File: config.mk
export PLATFORM = sky130hd
export DESIGN_NAME = mps_front
export DESIGN_NICKNAME = d
export VERILOG_FILES = /design/src/sv/mps_pkg.sv /design/src/sv/mps_front.sv
export SDC_FILE = /design/constraint.sdc
export NUM_CORES = 1
export LEC_CHECK = 0
export ABC_AREA = 1
export BUFFER_PORTS_ARGS = -buffer_cell sky130_fd_sc_hd__buf_2
export CAP_MARGIN = 20
export CORE_MARGIN = 5
export CORE_UTILIZATION = 35
export CTS_BUF_LIST = sky130_fd_sc_hd__clkbuf_8 sky130_fd_sc_hd__clkbuf_16
export DETAILED_ROUTE_END_ITERATION = 10
export PLACE_DENSITY = 0.55
export SLEW_MARGIN = 20
export SYNTH_ARGS = -nofsm -noshare
export SYNTH_HDL_FRONTEND = slang
export SYNTH_SLANG_ARGS = --single-unit
File: constraint.sdc
create_clock -name i_clk -period 19.9 [get_ports i_clk]
set_input_delay 3.98 -clock i_clk [delete_from_list [all_inputs] [get_ports i_clk]]
set_output_delay 3.98 -clock i_clk [all_outputs]
set_load 0.005 [all_outputs]
File: src/sv/mps_pkg.sv
// Shared types and constants of the Metropolis pixel-swap block.
// No dependencies; used by mps_front, mps_back and the top level.
package mps_pkg;

    localparam int CHANNEL_BITS = 4;
    localparam int SIDE_BITS    = CHANNEL_BITS + CHANNEL_BITS / 2;
    localparam int POS_W        = 2 * SIDE_BITS;
    localparam int NPIX         = 1 << POS_W;
    localparam int COLOR_W      = 3 * CHANNEL_BITS;
    localparam int VMAX         = 1 << CHANNEL_BITS;
    localparam int E1MAX        = VMAX * VMAX * 4 * 3;
    localparam int TABLE_DEPTH  = E1MAX * 2 + 10;
    localparam int TIDX_W       = 13;
    localparam int DRAW_W       = 31;
    localparam int ENERGY_W     = 40;
    localparam int DE_W         = 14;
    localparam int SUM_W        = CHANNEL_BITS + 2;
    localparam int NREADS       = 10;
    localparam int CNT_W        = 4;

    localparam int IN_DATA_W    = 152;
    localparam int OUT_DATA_W   = 96;

    typedef enum logic [1:0] {
        OP_SWAP   = 2'd0,
        OP_PIXEL  = 2'd1,
        OP_TABLE  = 2'd2,
        OP_ENERGY = 2'd3
    } t_op;

    typedef enum logic [3:0] {
        ST_IDLE,
        ST_EXEC,
        ST_READ,
        ST_DRAIN,
        ST_CALC,
        ST_THRESH,
        ST_DECIDE,
        ST_WRITE1,
        ST_WRITE2,
        ST_RESULT
    } t_back_state;

    // One classified command as it waits in the queue
    typedef struct packed {
        t_op                 op;
        logic [POS_W-1:0]    pos1;
        logic [POS_W-1:0]    pos2;
        logic [DRAW_W-1:0]   draw;
        logic [COLOR_W-1:0]  color;
        logic [TIDX_W-1:0]   tidx;
        logic                tidx_ok;
        logic [DRAW_W-1:0]   tval;
        logic [ENERGY_W-1:0] energy;
    } t_cmd;

    function automatic logic [CHANNEL_BITS-1:0] chan(input logic [COLOR_W-1:0] c,
                                                     input int k);
        return c[k*CHANNEL_BITS +: CHANNEL_BITS];
    endfunction

endpackage

File: src/sv/mps_front.sv
// Front end: accepts input items, decodes them into commands, two-entry queue.
// Depends on mps_pkg.
module mps_front
    import mps_pkg::*;
(
    input  logic                 i_clk,
    input  logic                 i_rst_n,
    input  logic                 s_axis_tvalid,
    output logic                 s_axis_tready,
    input  logic [IN_DATA_W-1:0] s_axis_tdata,
    input  logic [1:0]           s_axis_tuser,
    output t_cmd                 o_cmd,
    output logic                 o_cmd_valid,
    input  logic                 i_cmd_pop
);

    t_cmd       r_q [2];
    logic       r_wptr;
    logic       r_rptr;
    logic [1:0] r_count;
    logic [1:0] n_count;
    t_cmd       w_cmd;
    logic       w_push;

    // Decode the item into a command
    always_comb begin
        w_cmd.op      = t_op'(s_axis_tuser);
        w_cmd.pos1    = s_axis_tdata[11:0];
        w_cmd.pos2    = s_axis_tdata[23:12];
        w_cmd.draw    = s_axis_tdata[54:24];
        w_cmd.color   = s_axis_tdata[66:55];
        w_cmd.tidx    = s_axis_tdata[79:67];
        w_cmd.tidx_ok = ({1'b0, s_axis_tdata[79:67]} < (TIDX_W+1)'(TABLE_DEPTH));
        w_cmd.tval    = s_axis_tdata[110:80];
        w_cmd.energy  = s_axis_tdata[150:111];
    end

    assign s_axis_tready = (r_count != 2'd2);
    assign w_push        = s_axis_tvalid && s_axis_tready;
    assign o_cmd_valid   = (r_count != 2'd0);
    assign o_cmd         = r_q[r_rptr];

    // Occupancy
    always_comb begin
        n_count = r_count;
        if (w_push && !(i_cmd_pop && o_cmd_valid)) begin
            n_count = r_count + 2'd1;
        end else if (!w_push && i_cmd_pop && o_cmd_valid) begin
            n_count = r_count - 2'd1;
        end
    end

    always_ff @(posedge i_clk) begin
        if (!i_rst_n) begin
            r_wptr  <= 1'b0;
            r_rptr  <= 1'b0;
            r_count <= 2'd0;
        end else begin
            r_count <= n_count;
            if (w_push) begin
                r_wptr <= ~r_wptr;
            end
            if (i_cmd_pop && o_cmd_valid) begin
                r_rptr <= ~r_rptr;
            end
        end
    end

    always_ff @(posedge i_clk) begin
        if (w_push) begin
            r_q[r_wptr] <= w_cmd;
        end
    end

    assert property (@(posedge i_clk) disable iff (!i_rst_n) r_count != 2'd3)
        else $error("queue count out of range");
    assert property (@(posedge i_clk) disable iff (!i_rst_n)
        (r_count == 2'd2) |-> (r_wptr == r_rptr))
        else $error("queue pointers disagree with full count");
    assert property (@(posedge i_clk) disable iff (!i_rst_n)
        (w_push && !i_cmd_pop) |=> (r_count != 2'd0))
        else $error("push lost");

endmodule

[Word-level counts from Yosys, hierarchy flattened]
Memories as Yosys holds them, arrays and structs flattened. A register that Yosys moved wholly into a read port is not among the register bits.
Index checks and enable logic that the tools add are counted.
Operators by class
  equality and inequality tests: 1
  bitwise logic cells: 2
  reduce and logical (&&, ||, !) cells: 9
  add/subtract/negate cells: 2
  $lt $le $gt $ge: 1
  multiplexer cells: 6
Operator list (count)
  $lt 13x13->1 const B: 1
  $logic_and 1x1->1: 5
  $mux 1: 4
  $mux 2: 2
  $reduce_bool 2->1: 2
  $add 2x1->2 const B: 1
  $logic_not 1->1: 2
  $ne 2x2->1 const B: 1
  $not 1->1: 2
  $sub 2x1->2 const B: 1
Storage, ports and cells
  memories kept: 1
  bits in registers: 4
  output and inout port bits: 156
  RAM bits: 308
Memory list
  r_q: words 2, width 154, rd ports 1, clocked after Yosys merged registers in 1, write ports 1, RTL line mps_front.sv:17  | t_cmd r_q [2];

[Logic depth before layout (Yosys ltp)]
  depth in word-level cells: 7
  depth in mapped cells: 7
  depth with buffers taken out: 7

[Worst setup path after synthesis]
Ideal clock, no wire load.
  path kind: in2reg
  start: input s_axis_tvalid
  end: memory r_q[0][0] in the netlist's numbering, enable pin
  arrival: 10528 ps
  slack: 8701 ps
  cell stages on the path: 2
  library setup time: 670 ps
  required time: 19230 ps
  cells stage by stage: nand2_1 > nor2_1
On the way
  cells in the longest elaborated chain, start to end: 3
Ends and longest elaborated chain
  start, declared: RTL line mps_front.sv:8  | input logic s_axis_tvalid,
  $logic_and 1x1->1: RTL line mps_front.sv:39  | assign w_push = s_axis_tvalid && s_axis_tready;
  $mux 1: RTL line mps_front.sv:70  | if (w_push) begin
  $mux 1 (implied by the code): RTL line mps_front.sv:71  | r_q[r_wptr] <= w_cmd;
  end, declared: RTL line mps_front.sv:17
Every way passes these cells.

==> results.py <==
metrics = {
    "sta": {
        "finalHoldViolCount": 0,
        "fin_skew_ps": 16.5,
        "tightest_slew_ps": 988,
        "fin_tns_setup_ps": 0,
        "fin_crit_sh_pct": 34.1,
        "slew_viol_final": 0,
        "rsz0062_at_grt": "no",
        "period_needed_ps": 6790,
        "clock.fmax_mhz": 147,
        "setup-violations-final": 0,
        "slew_headroom_pct": 34.1,
        "layout_setup_ws_ps": 13110,
        "hold_slack_ps": 470,
    },
    "placed_design": {
        "io_buffers": 312,
        "dp.cells": 1262,
        "dpl_cell_area_mm2": 0.0136,
        "hpwl_um": 16100,
        "gp_congestion": 0.699,
        "post-place-ws_ps": 13430,
    },
    "min_path": {
        "worstHoldStart": "r_rptr",
        "hold_class": "reg -> reg",
    },
    "grt": {
        "grt_pass1_vias": 6207,
        "grt_pass1_wl_um": 34900,
        "grt_max_degree": 72,
        "track_usage_pct": 12.3,
        "antenna_found_initial": 5,
        "grt-ovfl-total": 0,
    },
    "detailed_routing": {
        "wl_per_cell_um": 18.4,
        "drc": 0,
        "drtPass1Iterations": 4,
        "vias": 5878,
        "ant_nets": 0,
        "wirelength_um": 24300,
        "viasPerCell": 4.44,
        "drt_iter0_drc": 242,
    },
    "finish": {
        "mostFrequentLayoutCells": "buf_2, edfxtp_1, mux2_2",
        "drive_above_1_share_pct": 59.0,
        "design_area_mm2": 0.0147,
        "final_common_cell": "buf_2",
        "postLayoutCoreUtil_pct": 45.1,
        "area_growth_pct": 26.8,
        "nNetsFinal": 1014,
        "fin_cells": 1324,
    },
    "cts": {
        "cts_tree": "built",
        "ctsHoldBuffers": 0,
        "ctsResizeCount": 0,
        "cts_sinks": 313,
        "clockBufferDepth": 3,
        "clkTransAtPathRegs_ps": 60,
        "cts_setup_buffers": 0,
        "htreeDepth": 2,
        "numCtsBuffers": 34,
        "clock-root-buffer": "clkbuf_16",
        "clock_latency_ps": 500,
    },
    "floorplanning": {
        "dieArea_mm2": 0.0369,
        "die_y_um": 192,
        "start_util_pct": 35.6,
        "rows": 66,
        "die_w_um": 192,
        "ioPinCount": 314,
        "core_mm2": 0.0326,
    },
    "yosys": {
        "synth.distinct_cells": 16,
        "syn_avg_cell_area_um2": 22.3,
        "synth_seq_area_share_pct": 80.6,
        "yosysTopAreaCellShare_pct": 79.7,
        "synth-seq-cells": 313,
        "yosysWarnings": 0,
        "yosys_most_used_dff": "edfxtp_1",
        "synth_edf_count": 308,
        "yosysTopAreaCell": "edfxtp_1",
        "netlist_area_mm2": 0.0116,
        "synth_cells": 519,
        "syn_nets": 677,
        "synthArstFlopShare_pct": 0,
        "yosys-top-cells-area": "edfxtp_1, mux2_2, mux2_4, dfxtp_1, buf_6",
    },
    "power": {
        "finalPower_mw": 1.51,
        "max-vdd-ir-drop_mv": 0.0637,
        "power.leakage_nw": 5.60,
        "p_per_area_mw_per_mm2": 103,
    },
    "setup_path": {
        "crit_arrival_ps": 2810,
        "endpoint_kind": "primary output",
        "cp.required_ps": 15920,
        "crit_path_start_kind": "flip-flop",
        "reg2reg_from": "r_count[0]",
        "crit_fanout": 55,
        "critPathKind": "reg -> out",
    },
    "status": {
        "status": "finished, final reports clean",
    },
    "run": {
        "cap_viol_max_count": 0,
    },
}
-- per-layer routing --
layer  global-route usage, %  up-vias  wire [um]
met5                       0        -         61
met4                    3.76        8        491
met3                    5.51       47       2580
met2                    20.7      223      11600
met1                    14.3     2863       9520
li1                        -     2737          -
-- Yosys cell counts (2+ instances only) --
cell      count
nor2_1        8
mux2_2       94
o21ai_0       3
nand2_1      10
buf_2         9
mux2_4       60
nand3_1       2
inv_1         5
edfxtp_1    308
dfxtp_1       5
a21oi_1       3
buf_6         8
-- cells by family after synthesis --
group / Yosys count / synth area share [%]
flip-flops: 313 / 80.6
XOR/XNOR: 1 / 0.0755
multiplexers: 154 / 16.9
AO/OA/AOI/OAI: 6 / 0.259
buffers and inverters: 22 / 1.33
AND/OR/NAND/NOR: 23 / 0.831
-- worst paths after layout --
check                              endpoint  slack [ps]  cells past startpoint
worst max register to register  r_q[1][152]       17100                      5
worst max-delay path              o_cmd[22]       13110                      3
worst min-delay path              flip-flop         470                      2
worst min register to register    flip-flop         470                      2
-- report_power, final --
group / internal [mW] / total, mW / switching, mW / leakage (nW)
combinational: 0.0740 / 0.143 / 0.0687 / 2.11
clock: 0.353 / 0.589 / 0.236 / 0.563
sequential: 0.770 / 0.781 / 0.0119 / 2.93
-- layout make-up --
type / instances / area, um^2
fill: 2913 / 17900
sequential: 313 / 9350
multi-input combinational: 184 / 2110
timing repair buffer: 318 / 1610
clock buffer: 39 / 953
tap: 442 / 553
clock inverter: 21 / 110
inverter: 5 / 18.8
antenna: 2 / 5.00
-- flip-flops by register name, indices dropped and copies added, names as in the netlist, named ones only --
signal,cells
r_wptr,1
r_count,2
r_rptr,1
r_q,308
-- worst max-delay path, cell delays in order, from the launching register on --
cell and delay, ps:
dfxtp_4 860, buf_4 760, mux2_2 430, buf_2 130
Note: power is estimated with default switching activity, not from simulation.
